===== src/tns_pkg.sv =====
// ----------------------------------------------------------------------------
// Tone note sequencer package
// Shared types and constants for the note sequencer and its divider.
// ----------------------------------------------------------------------------
`default_nettype none

package tns_pkg;

  // Item codes carried on the action field.
  typedef enum logic [1:0] {
    ACT_TICK  = 2'd0,
    ACT_LOAD  = 2'd1,
    ACT_START = 2'd2,
    ACT_STOP  = 2'd3
  } action_t;

  // Sequencer control states.
  typedef enum logic [1:0] {
    ST_IDLE,
    ST_FETCH,
    ST_DIV
  } state_t;

  // Field widths.
  localparam int FREQ_W  = 14;
  localparam int DUR_W   = 8;
  localparam int ENTRY_W = FREQ_W + DUR_W;
  localparam int BYTE_W  = 8;
  localparam int VOL_W   = 4;

  // Tone divider: floor(CLOCK_HZ / (32 * f)) equals floor(floor(CLOCK_HZ / 32) / f).
  localparam int unsigned CLOCK_HZ = 3579545;
  localparam int DIV_W     = 10;
  localparam int DIV_STEPS = DIV_W;
  localparam int NUM_W     = 17;
  localparam int REM_W     = FREQ_W + 1;
  localparam logic [NUM_W-1:0] DIV_NUM  = NUM_W'(CLOCK_HZ / 32);
  localparam logic [REM_W-1:0] REM_INIT = REM_W'(DIV_NUM >> DIV_W);
  localparam logic [DIV_W-1:0] NUM_LO   = DIV_NUM[DIV_W-1:0];
  localparam logic [DIV_W-1:0] DIV_MAX  = 10'd1023;
  // At or below this frequency the quotient exceeds DIV_MAX and is clamped.
  localparam logic [FREQ_W-1:0] CLAMP_FREQ = FREQ_W'(DIV_NUM / (1 << DIV_W));

  // Tone chip command bytes.
  localparam logic [BYTE_W-1:0] CMD_SILENCE0 = 8'h9F;
  localparam logic [BYTE_W-1:0] CMD_SILENCE1 = 8'hBF;
  localparam logic [BYTE_W-1:0] CMD_SILENCE2 = 8'hDF;
  localparam logic [BYTE_W-1:0] CMD_SILENCE3 = 8'hFF;
  localparam logic [BYTE_W-1:0] CMD_TONE0    = 8'h80;
  localparam logic [BYTE_W-1:0] CMD_VOL0     = 8'h90;
  localparam logic [BYTE_W-1:0] HI_MASK      = 8'h3F;

  // Result of the serial divider.
  typedef struct packed {
    logic             done;
    logic [DIV_W-1:0] quot;
  } div_res_t;

endpackage

`default_nettype wire


===== src/tns_song_mem.sv =====
// ----------------------------------------------------------------------------
// Song memory
// One write port and one registered read port holding frequency and duration.
// ----------------------------------------------------------------------------
`default_nettype none

module tns_song_mem #(
  parameter int DEPTH = 64,
  localparam int AW = $clog2(DEPTH)
) (
  input  wire logic                        clk,
  input  wire logic                        wr_en,
  input  wire logic [AW-1:0]               wr_addr,
  input  wire logic [tns_pkg::ENTRY_W-1:0] wr_data,
  input  wire logic                        rd_en,
  input  wire logic [AW-1:0]               rd_addr,
  output logic      [tns_pkg::ENTRY_W-1:0] rd_data
);
  import tns_pkg::*;

  logic [ENTRY_W-1:0] mem [DEPTH];

  // Write port.
  always_ff @(posedge clk) begin
    if (wr_en) begin
      mem[wr_addr] <= wr_data;
    end
  end

  // Registered read port.
  always_ff @(posedge clk) begin
    if (rd_en) begin
      rd_data <= mem[rd_addr];
    end
  end

endmodule

`default_nettype wire


===== src/tns_div.sv =====
// ----------------------------------------------------------------------------
// Tone divider
// Restoring bit-serial division of the scaled chip clock by the note frequency.
// ----------------------------------------------------------------------------
`default_nettype none

module tns_div (
  input  wire logic                      clk,
  input  wire logic                      rst_n,
  input  wire logic                      start,
  input  wire logic [tns_pkg::FREQ_W-1:0] freq,
  output tns_pkg::div_res_t              res
);
  import tns_pkg::*;

  logic                busy_r, busy_nxt;
  logic                done_r, done_nxt;
  logic [3:0]          step_r, step_nxt;
  logic [REM_W-1:0]    rem_r, rem_nxt;
  logic [DIV_W-1:0]    num_r, num_nxt;
  logic [DIV_W-1:0]    quot_r, quot_nxt;
  logic [FREQ_W-1:0]   dvsr_r, dvsr_nxt;
  logic [REM_W:0]      trial;
  logic [REM_W:0]      diff;
  logic                ge;

  // One quotient bit per cycle: bring in the next dividend bit and try a subtract.
  always_comb begin
    trial    = {rem_r, num_r[DIV_W-1]};
    diff     = trial - {2'b00, dvsr_r};
    ge       = (trial >= {2'b00, dvsr_r});
    busy_nxt = busy_r;
    done_nxt = 1'b0;
    step_nxt = step_r;
    rem_nxt  = rem_r;
    num_nxt  = num_r;
    quot_nxt = quot_r;
    dvsr_nxt = dvsr_r;
    if (start) begin
      busy_nxt = 1'b1;
      step_nxt = 4'(DIV_STEPS - 1);
      rem_nxt  = REM_INIT;
      num_nxt  = NUM_LO;
      dvsr_nxt = freq;
    end else if (busy_r) begin
      rem_nxt  = ge ? diff[REM_W-1:0] : trial[REM_W-1:0];
      num_nxt  = {num_r[DIV_W-2:0], 1'b0};
      quot_nxt = {quot_r[DIV_W-2:0], ge};
      if (step_r == 4'd0) begin
        busy_nxt = 1'b0;
        done_nxt = 1'b1;
      end else begin
        step_nxt = step_r - 4'd1;
      end
    end
  end

  // Control registers.
  always_ff @(posedge clk) begin
    if (!rst_n) begin
      busy_r <= 1'b0;
      done_r <= 1'b0;
      step_r <= '0;
    end else begin
      busy_r <= busy_nxt;
      done_r <= done_nxt;
      step_r <= step_nxt;
    end
  end

  // Datapath registers.
  always_ff @(posedge clk) begin
    rem_r  <= rem_nxt;
    num_r  <= num_nxt;
    quot_r <= quot_nxt;
    dvsr_r <= dvsr_nxt;
  end

  assign res.done = done_r;
  assign res.quot = quot_r;

endmodule

`default_nettype wire


===== src/tone_note_sequencer.sv =====
// ----------------------------------------------------------------------------
// Tone note sequencer
// Plays a song memory of notes as command bytes for a three-voice tone chip.
// ----------------------------------------------------------------------------
// A load beat, a stopped tick or a running tick gives no bytes. A start
// while stopped or a stop while playing puts out the four silence bytes at
// one per cycle while the consumer is ready. A tick on which a note is due
// reads the song memory, and reads it again when an end-of-song entry sends
// play back to entry zero; a silent or clamped note is then ready at once,
// and any other note waits on the bit-serial divider, which makes one
// quotient bit a cycle and raises its done flag with the last bit. The one
// to three bytes then leave at one per cycle while the consumer is ready. A
// new beat is taken once the previous beat's bytes have all moved into the
// output register. The song memory needs no clearing after reset.
// ----------------------------------------------------------------------------
`default_nettype none

module tone_note_sequencer #(
  parameter int SONG_DEPTH = 64
) (
  input  wire logic                        clk,
  input  wire logic                        rst_n,
  // Input items.
  input  wire logic                        in_valid,
  output logic                             in_ready,
  input  wire logic [1:0]                  in_action,
  input  wire logic [5:0]                  in_entry_index,
  input  wire logic [tns_pkg::FREQ_W-1:0]  in_note_freq,
  input  wire logic [tns_pkg::DUR_W-1:0]   in_note_duration,
  // Command bytes.
  output logic                             out_valid,
  input  wire logic                        out_ready,
  output logic      [tns_pkg::BYTE_W-1:0]  out_command_byte,
  output logic                             out_last,
  // Volume register write.
  input  wire logic                        cfg_valid,
  output logic                             cfg_ready,
  input  wire logic [tns_pkg::VOL_W-1:0]   cfg_volume
);
  import tns_pkg::*;

  localparam int AW = $clog2(SONG_DEPTH);
  localparam int IW = AW + 6;

  state_t              state_r, state_nxt;
  logic                playing_r, playing_nxt;
  logic [AW-1:0]       note_index_r, note_index_nxt;
  logic [DUR_W-1:0]    dur_count_r, dur_count_nxt;
  logic                reread_r, reread_nxt;
  logic [VOL_W-1:0]    volume_r, volume_nxt;
  logic [BYTE_W-1:0]   bytes_r [4];
  logic [BYTE_W-1:0]   bytes_nxt [4];
  logic [2:0]          byte_cnt_r, byte_cnt_nxt;
  logic                out_valid_r, out_valid_nxt;
  logic [BYTE_W-1:0]   out_byte_r, out_byte_nxt;
  logic                out_last_r, out_last_nxt;

  logic                in_fire;
  logic                emit;
  logic [IW-1:0]       idx_wide;
  logic                mem_wr_en;
  logic                mem_rd_en;
  logic [AW-1:0]       mem_rd_addr;
  logic [ENTRY_W-1:0]  mem_rd_data;
  logic [FREQ_W-1:0]   rd_freq;
  logic [DUR_W-1:0]    rd_dur;
  logic [AW-1:0]       index_inc;
  logic                div_start;
  div_res_t            div_res;

  assign in_fire   = in_valid && in_ready;
  assign in_ready  = (state_r == ST_IDLE) && (byte_cnt_r == 3'd0);
  assign cfg_ready = 1'b1;
  assign idx_wide  = {{AW{1'b0}}, in_entry_index};
  assign rd_freq   = mem_rd_data[ENTRY_W-1:DUR_W];
  assign rd_dur    = mem_rd_data[DUR_W-1:0];
  assign index_inc = (note_index_r == AW'(SONG_DEPTH - 1)) ? '0 : note_index_r + 1'b1;
  assign mem_wr_en = in_fire && (in_action == ACT_LOAD) && (idx_wide < IW'(SONG_DEPTH));
  assign emit      = (byte_cnt_r != 3'd0) && (!out_valid_r || out_ready);

  // Song memory.
  tns_song_mem #(
    .DEPTH (SONG_DEPTH)
  ) u_mem (
    .clk     (clk),
    .wr_en   (mem_wr_en),
    .wr_addr (idx_wide[AW-1:0]),
    .wr_data ({in_note_freq, in_note_duration}),
    .rd_en   (mem_rd_en),
    .rd_addr (mem_rd_addr),
    .rd_data (mem_rd_data)
  );

  // Tone divider.
  tns_div u_div (
    .clk   (clk),
    .rst_n (rst_n),
    .start (div_start),
    .freq  (rd_freq),
    .res   (div_res)
  );

  // Next state, byte queue and output register.
  always_comb begin
    state_nxt      = state_r;
    playing_nxt    = playing_r;
    note_index_nxt = note_index_r;
    dur_count_nxt  = dur_count_r;
    reread_nxt     = reread_r;
    volume_nxt     = volume_r;
    bytes_nxt      = bytes_r;
    byte_cnt_nxt   = byte_cnt_r;
    out_valid_nxt  = out_valid_r;
    out_byte_nxt   = out_byte_r;
    out_last_nxt   = out_last_r;
    mem_rd_en      = 1'b0;
    mem_rd_addr    = note_index_r;
    div_start      = 1'b0;

    // Volume register write.
    if (cfg_valid) begin
      volume_nxt = cfg_volume;
    end

    // Move the head of the byte queue into the output register.
    if (emit) begin
      out_valid_nxt = 1'b1;
      out_byte_nxt  = bytes_r[0];
      out_last_nxt  = (byte_cnt_r == 3'd1);
      bytes_nxt[0]  = bytes_r[1];
      bytes_nxt[1]  = bytes_r[2];
      bytes_nxt[2]  = bytes_r[3];
      byte_cnt_nxt  = byte_cnt_r - 3'd1;
    end else if (out_ready) begin
      out_valid_nxt = 1'b0;
    end

    case (state_r)
      ST_IDLE: begin
        if (in_fire) begin
          case (in_action)
            ACT_START: begin
              if (!playing_r) begin
                bytes_nxt      = '{CMD_SILENCE0, CMD_SILENCE1, CMD_SILENCE2, CMD_SILENCE3};
                byte_cnt_nxt   = 3'd4;
                note_index_nxt = '0;
                dur_count_nxt  = '0;
                playing_nxt    = 1'b1;
              end
            end
            ACT_STOP: begin
              if (playing_r) begin
                bytes_nxt    = '{CMD_SILENCE0, CMD_SILENCE1, CMD_SILENCE2, CMD_SILENCE3};
                byte_cnt_nxt = 3'd4;
                playing_nxt  = 1'b0;
              end
            end
            ACT_TICK: begin
              if (playing_r) begin
                if (dur_count_r == '0) begin
                  mem_rd_en  = 1'b1;
                  reread_nxt = 1'b0;
                  state_nxt  = ST_FETCH;
                end else begin
                  dur_count_nxt = dur_count_r - 1'b1;
                end
              end
            end
            default: begin
            end
          endcase
        end
      end

      ST_FETCH: begin
        if ((rd_dur == '0) && !reread_r) begin
          // End of song: restart from entry zero.
          mem_rd_en      = 1'b1;
          mem_rd_addr    = '0;
          note_index_nxt = '0;
          reread_nxt     = 1'b1;
        end else begin
          dur_count_nxt  = rd_dur;
          note_index_nxt = index_inc;
          reread_nxt     = 1'b0;
          if (rd_freq == '0) begin
            bytes_nxt[0] = CMD_SILENCE0;
            byte_cnt_nxt = 3'd1;
            state_nxt    = ST_IDLE;
          end else if (rd_freq <= CLAMP_FREQ) begin
            bytes_nxt[0] = CMD_TONE0 | {4'h0, DIV_MAX[3:0]};
            bytes_nxt[1] = HI_MASK & {2'b00, DIV_MAX[DIV_W-1:4]};
            bytes_nxt[2] = CMD_VOL0 | {4'h0, volume_r};
            byte_cnt_nxt = 3'd3;
            state_nxt    = ST_IDLE;
          end else begin
            div_start = 1'b1;
            state_nxt = ST_DIV;
          end
        end
      end

      ST_DIV: begin
        if (div_res.done) begin
          bytes_nxt[0] = CMD_TONE0 | {4'h0, div_res.quot[3:0]};
          bytes_nxt[1] = HI_MASK & {2'b00, div_res.quot[DIV_W-1:4]};
          bytes_nxt[2] = CMD_VOL0 | {4'h0, volume_r};
          byte_cnt_nxt = 3'd3;
          state_nxt    = ST_IDLE;
        end
      end

      default: begin
        state_nxt = ST_IDLE;
      end
    endcase
  end

  // Control registers.
  always_ff @(posedge clk) begin
    if (!rst_n) begin
      state_r      <= ST_IDLE;
      playing_r    <= 1'b0;
      note_index_r <= '0;
      dur_count_r  <= '0;
      reread_r     <= 1'b0;
      volume_r     <= 4'd2;
      byte_cnt_r   <= '0;
      out_valid_r  <= 1'b0;
    end else begin
      state_r      <= state_nxt;
      playing_r    <= playing_nxt;
      note_index_r <= note_index_nxt;
      dur_count_r  <= dur_count_nxt;
      reread_r     <= reread_nxt;
      volume_r     <= volume_nxt;
      byte_cnt_r   <= byte_cnt_nxt;
      out_valid_r  <= out_valid_nxt;
    end
  end

  // Payload registers.
  always_ff @(posedge clk) begin
    bytes_r    <= bytes_nxt;
    out_byte_r <= out_byte_nxt;
    out_last_r <= out_last_nxt;
  end

  assign out_valid        = out_valid_r;
  assign out_command_byte = out_byte_r;
  assign out_last         = out_last_r;

endmodule

`default_nettype wire

===== config.mk =====
export PLATFORM = sky130hd
export DESIGN_NAME = tone_note_sequencer
export DESIGN_NICKNAME = d
export VERILOG_FILES = /design/src/tns_pkg.sv /design/src/tns_song_mem.sv /design/src/tns_div.sv /design/src/tone_note_sequencer.sv
export SDC_FILE = /design/constraint.sdc
export NUM_CORES = 2
export LEC_CHECK = 0
export ABC_AREA = 1
export BUFFER_PORTS_ARGS = -buffer_cell sky130_fd_sc_hd__buf_2
export CAP_MARGIN = 20
export CORE_UTILIZATION = 35
export CTS_BUF_LIST = sky130_fd_sc_hd__clkbuf_16
export CTS_CLUSTER_DIAMETER = 60
export DETAILED_ROUTE_END_ITERATION = 16
export GPL_ROUTABILITY_DRIVEN = 0
export GPL_TIMING_DRIVEN = 0
export HOLD_SLACK_MARGIN = 0.08
export PLACE_DENSITY = 0.6
export SYNTH_ARGS = -nofsm -noshare
export SYNTH_HDL_FRONTEND = slang
export SYNTH_HIERARCHICAL = 1
export SYNTH_SLANG_ARGS = --single-unit

===== constraint.sdc =====
create_clock -name clk -period 4.5 [get_ports clk]
set_clock_uncertainty 0.05 [all_clocks]
set_input_delay 0.9 -clock clk [delete_from_list [all_inputs] [get_ports clk]]
set_output_delay 0.9 -clock clk [all_outputs]
set_load 0.1 [all_outputs]

======== Yosys cells after proc, flatten, opt, wreduce, memory -nomap -nowiden ========
Memory sizes are Yosys's and may differ from the RTL's. A register that Yosys moved wholly into a read port is not among the register bits.
Cells that the tools add are included.
storage, ports and cells
  bits of input ports ..................... 39
  output and inout port bits .............. 12
  RAM bits ................................ 1408
  word-level logic and storage cells ...... 162
  register bits ........................... 120
  memories ................................ 1
memory list
  name       depth  bits a word  read ports  clocked after memory_dff  wr ports  RTL line            text
  u_mem.mem  64     22           1           1                         1         tns_song_mem.sv:21  logic [ENTRY_W-1:0] mem [DEPTH];
cells by class
  mux-type cells .......................... 73
  magnitude comparators ................... 3
  bitwise operators ....................... 4
  add/sub/neg operators ................... 5
  equality and inequality tests ........... 22
  reduce and logical (&&, ||, !) cells .... 32
operators with widths
  operator                                                          count
  two-way mux 24 bit                                                4
  two-way mux 32 bit                                                3
  one-hot mux 24 bit (3 select lines)                               1
  one-hot mux 32 bit (2 select lines)                               1
  two-way mux 8 bit                                                 6
  two-way mux 6 bit                                                 7
  one-hot mux 8 bit (2 select lines)                                2
  two-way mux 3 bit                                                 8
  two-way mux 1 bit                                                 21
  greater-or-equal comparator 16 x 14 -> 1 bit                      1
  zero test 8 bit                                                   2
  two-way mux 16 bit                                                1
  two-way mux 2 bit                                                 8
  two-way mux 15 bit                                                1
  subtractor 15 x 14 -> 15 bit                                      1
  less-or-equal comparator 14 x 7 -> 1 bit (second input constant)  1
  zero test 14 bit                                                  1
  inequality test 2 bit (second input constant)                     7
  two-way mux 4 bit                                                 3
  one-hot mux 6 bit (2 select lines)                                1
  AND reduction 5 bit                                               2
  inequality test 3 bit (second input constant)                     3
  one-hot mux 3 bit (3 select lines)                                1
  inequality test 2 x 1 -> 1 bit (second input constant)            4
  other kinds (29)                                                  49

======== Depth between registers and ports, before layout ========
  depth in word-level cells ............... 8
  gate-level depth with buffers ........... 18

======== Hierarchy ========
The synthesis kept the hierarchy.
by module, submodules not included
  module               sequential area each (µm²)  times used  area an instance (µm²)  cells each
  tns_song_mem         42941.2                     1           57546.4                 4814
  tone_note_sequencer  1301.2                      1           3076.7                  436
  tns_div              1301.2                      1           2982.9                  369

======== Least setup slack after synthesis ========
No wires, ideal clock.
  kind .................................... input port to flip-flop
  start ................................... input in_valid
  end ..................................... memory u_mem/mem[32][0] (netlist name), enable pin
  data arrival time ....................... 2.968 ns
  required time ........................... 4.049 ns
  stages .................................. 7
  setup time .............................. 0.401 ns
  setup slack ............................. 1.081 ns
  cells stage by stage .................... inv_1 -> nor3_4 -> nand2_1 -> nor2_1 -> clkbuf_1 -> nand3_1 -> nor2_1
on the way
  word-level cells in the longest chain between the ends .. 5
RTL lines
  what                                     RTL line                   text
  start, declared                          tone_note_sequencer.sv:24  input wire logic in_valid,
  logical AND 1 bit                        tone_note_sequencer.sv:71  assign in_fire = in_valid && in_ready;
  logical AND 1 bit (2 in a row)           tone_note_sequencer.sv:78  assign mem_wr_en = in_fire && (in_action == ACT_LOAD) && (idx_wide < IW'(SONG_DEPTH));
  via mem_wr_en                            tone_note_sequencer.sv:61  logic mem_wr_en;
  two-way mux 1 bit                        tns_song_mem.sv:25         if (wr_en) begin
  two-way mux 1 bit (not written as such)  tns_song_mem.sv:26         mem[wr_addr] <= wr_data;
  end, declared                            tns_song_mem.sv:21
The timed path passes the listed nets, and every way through them passes these cells.

======== Final worst setup path ========
  start ................................... register u_mem/rd_data[5] (netlist name), read port of u_mem.mem
  end ..................................... register u_mem/rd_data[4] (netlist name), read port of u_mem.mem (data pin)
on the way
  word-level cells in the longest chain between the ends .. 4
  elaborated cells between the ends (all ways) .. 6
  those cells by class .................... 4 x mux; 2 x reduce/logical
RTL lines
  what                RTL line                    text
  start, declared     tns_song_mem.sv:17          output logic [tns_pkg::ENTRY_W-1:0] rd_data
  zero test 8 bit     tone_note_sequencer.sv:176  if ((rd_dur == '0) && !reread_r) begin
  logical AND 1 bit   tone_note_sequencer.sv:176
  two-way mux 6 bit   tone_note_sequencer.sv:176
  two-way mux 6 bit   tone_note_sequencer.sv:138  case (state_r)
  via mem_rd_addr[1]  tone_note_sequencer.sv:63   logic [AW-1:0] mem_rd_addr;
The timed path passes the listed nets, and every way through them passes these cells.
A chain may end at the register's enable or synchronous reset.

==> out/results.txt <==
fin. max-slew vios -> 0
final hold vios -> 0
Pwr Density -> 501 mW/mm2
initial drt markers -> 6813
Crit Path Max Fanout -> 10
clk slew on worst S/H paths -> 0.06 ns
Worst Hold Depth -> 3
largest net degree at the start of global routing -> 65
Comb power frac -> 21.2%
routed wire length per instance -> 24.9 um
DP HPWL -> 140 mm
Switching Power -> 11.6 mW
switch share -> 31.2%
WP data required -> 4.93 ns
Mapped Avg Cell Area -> 11.3 um2
Critical Path AT -> 4.78 ns
final critical-path required period -> 4.35 ns
total die area -> 0.183 mm2
area of the multi-input gates -> 0.0162 mm2
Tot Pwr -> 37.0 mW
f_max -> 230 MHz
area share of xor/xnor cells in the synthesized design -> 0.165%
Post-Syn Area -> 0.0636 mm2
routed vias -> 45.2k
CTS tree -> done
reg-to-reg critical path startpoint -> u_mem/rd_data[5]$_DFFE_PP_
Routed Antenna Nets -> 0
Post-CTS Setup Bufs -> 0
Clock Tree Buf Depth -> 3
Post-Synthesis Cells -> 5619
Die Y-Extent -> 428 um
Adder-Cell Fraction of Synth Area -> 0.425%
Most used DFF post-synth -> edfxtp_1
Post-Synth Simple-Gate Area -> 23.2%
drt drc -> 0
Reg power frac -> 44.0%
share of cells above drive strength 1 -> 11.3%
Hold Crit Start -> cfg_volume[3]
chip width -> 428 um
TritonCTS buffer count -> 159
final WL -> 209 mm
Clock power frac -> 34.8%
Slew @ Worst Pin -> 1.07 ns
clk_lat worst skew -> 0.82 ns
Sink Count -> 1543
Initial Util -> 35.2%
reg2reg end -> u_mem/rd_data[4]$_DFFE_PP_
fillcell total -> 16.7k
relative slew slack -> 28.7%
sequential fraction of the synthesis area -> 71.6%
RSZ-0062 raised after global routing -> no
clock root buffer -> clkbuf_16
final worst-path cycle share -> 96.8%
multiplexer share of the synthesized area -> 0.0157%
NumNets Final -> 5960
Hold Path End -> volume_r[3]$_SDFFE_PN0P_
vias in the first global route -> 41.7k
register bit count reported by yosys -> 1543
Leakage -> 26.9 nW
crit path kind -> reg2reg
outcome -> completed
DR vias/cell -> 5.38
HP Class -> in2reg
I/O Pins -> 51
syn nets -> 5679
drt pass-1 iters -> 9
largest family of logic cells by synthesized area -> simple AND/OR/NAND/NOR gates
GRT Util Overall -> 22.2%
max-capacitance violation count -> 0
Netlist cell types -> 49
crit start category -> register
Critical Path End Type -> register
Reg area -> 0.0455 mm2
global-route wire length before repair -> 294 mm
Synth Area in Compound Gates -> 1.06%
final hold slack -> 0.305 ns
reg2reg setup slack -> 0.15 ns
synthesis-to-layout area growth -> 16.2%
Synth Warn # -> 6
commonest non-fill, non-tap cell in the layout -> nand2_1
total global routing overflow -> 0
most frequent cells in the layout -> nand2_1 (1970), edfxtp_1 (1464), nand3_1 (1235)
worst-case vdd ir drop -> 0.000374 V
row count -> 156
r2r worst-path depth -> 14
asr flop ratio synth -> 0%
antenna violations before repair -> 15
number of synthesized flops with an enable pin -> 1464
# port buffers -> 49
H-tree depth -> 4
Core Region -> 0.181 mm2
Final Setup Violations -> 0
Int Pwr -> 25.5 mW
## state kept, by name (all words and copies together) (netlist names)
name / flops
out_command_byte: 8
u_div/dvsr_r: 14
u_div/quot_r: 10
playing_r: 1
out_valid: 1
state_r: 2
bytes_r: 25
u_div/busy_r: 1
reread_r: 1
u_mem/mem: 1408
byte_cnt_r: 3
volume_r: 4
u_div/step_r: 4
note_index_r: 6
u_mem/rd_data: 22
u_div/rem_r: 15
u_div/done_r: 1
dur_count_r: 8
u_div/num_r: 8
out_last: 1
## power by group through the flow
stage	Combinational [mW]	Sequential (mW)	Clock, mW
after floorplan	4.59	16.9	0
after global placement	7.45	16.6	0
after detailed placement	7.61	16.6	0
after CTS	7.64	16.3	13.0
after global routing	8.48	16.3	13.6
final	7.86	16.3	12.9
## how the worst max path moves through the flow
stage / from / slack, ns / depth (start not counted) / to
2_1_floorplan: in_valid / 1.08 / 7 / u_mem/mem[32][0]$_DFFE_PP_
3_3_place_gp: in_valid / -1.27 / 8 / u_mem/mem[53][17]$_DFFE_PP_
3_5_place_dp: in_valid / -0.03 / 8 / u_mem/mem[41][13]$_DFFE_PP_
4_1_cts: u_mem/rd_data[5]$_DFFE_PP_ / 0.03 / 14 / u_mem/rd_data[15]$_DFFE_PP_
5_1_grt: u_mem/rd_data[5]$_DFFE_PP_ / 0.02 / 14 / u_mem/rd_data[5]$_DFFE_PP_
6_report: u_mem/rd_data[5]$_DFFE_PP_ / 0.15 / 14 / u_mem/rd_data[4]$_DFFE_PP_
## synthesized netlist by cell type (4+ instances only)
cell         n  area, um2
nand2_2     11       68.8
a22oi_1      4       30.0
clkinv_1     4       15.0
buf_1       44        165
nor2_1     179        672
xnor2_1      4       35.0
a21oi_2      6       52.6
nor2_4       5       56.3
xor2_1       8       70.1
nand3_2     10        100
buf_4       55        413
inv_2        8       30.0
nand3b_1     6       45.0
o21ai_0     45        225
inv_1      135        507
nand4_1      8       50.1
buf_2      159        796
a21oi_1     36        180
nand3_1   1236       6190
edfxtp_1  1464      44000
ha_1        20        250
clkbuf_1    58        218
dfxtp_1     79       1580
nor3_1      18       90.1
o22ai_1      5       31.3
buf_6        4       45.0
nand2_1   1970       7390
## timing repair
item	CTS	global route
hold buffers	0	0
endpoints found under the setup margin	0	117
resized for setup	0	10
## metal layers
metal	track usage [%]	up-vias	wire (um)
met4	9.09	6	9230
met2	32.8	2715	90300
met1	30.0	21900	81100
met5	0	-	43
met3	7.46	438	28200
li1	-	20100	-
## worst max-delay path: stages (launching register included)
cell and delay, ns:
edfxtp_1 0.38, nor3_1 0.45, nand3_2 0.28, nand2_1 0.11, inv_1 0.18, inv_2 0.32, clkbuf_4 0.51, buf_1 0.62
nand3_1 0.15, nand3_1 0.10, nand2_1 0.10, nand2_1 0.07, nand3_1 0.15, nand3_1 0.29, nand2_1 0.24
## cell type report
cell class              count  share of cell area, %
well taps                2370                   4.01
plain buffers             322                   2.27
diodes                     12                 0.0406
inverters                 147                  0.747
flip-flops and latches   1543                   61.6
multi-input cells        3608                   22.0
clock inverters           121                   1.32
clock buffers             163                   5.52
repair buffers            119                   2.46
## metrics by stage
step	area (um2)	setup slack [ns]	TNS, ns	cells	utilization (%)
2_1_floorplan	63600	1.08	0	5619	-
3_3_place_gp	66800	-1.27	-1020.22	8038	37.0
3_5_place_dp	68800	-0.0273	-0.562	8108	38.1
4_1_cts	73800	0.0284	0	8392	40.9
5_1_grt	73900	0.0163	0	8398	40.9
6_report	73900	0.146	0	8405	40.9
## logic make-up (layout without fill, tap and decap cells)
family / count (synthesis) / count (layout)
fa+ha+maj: 21 / 21
compound gates: 115 / 115
flops: 1543 / 1543
mux: 1 / 1
buf+inv: 469 / 872
xor+xnor: 12 / 12
other cells: 1 / 13
simple gates: 3457 / 3458
No activity file was read; power rests on OpenSTA's default activity.
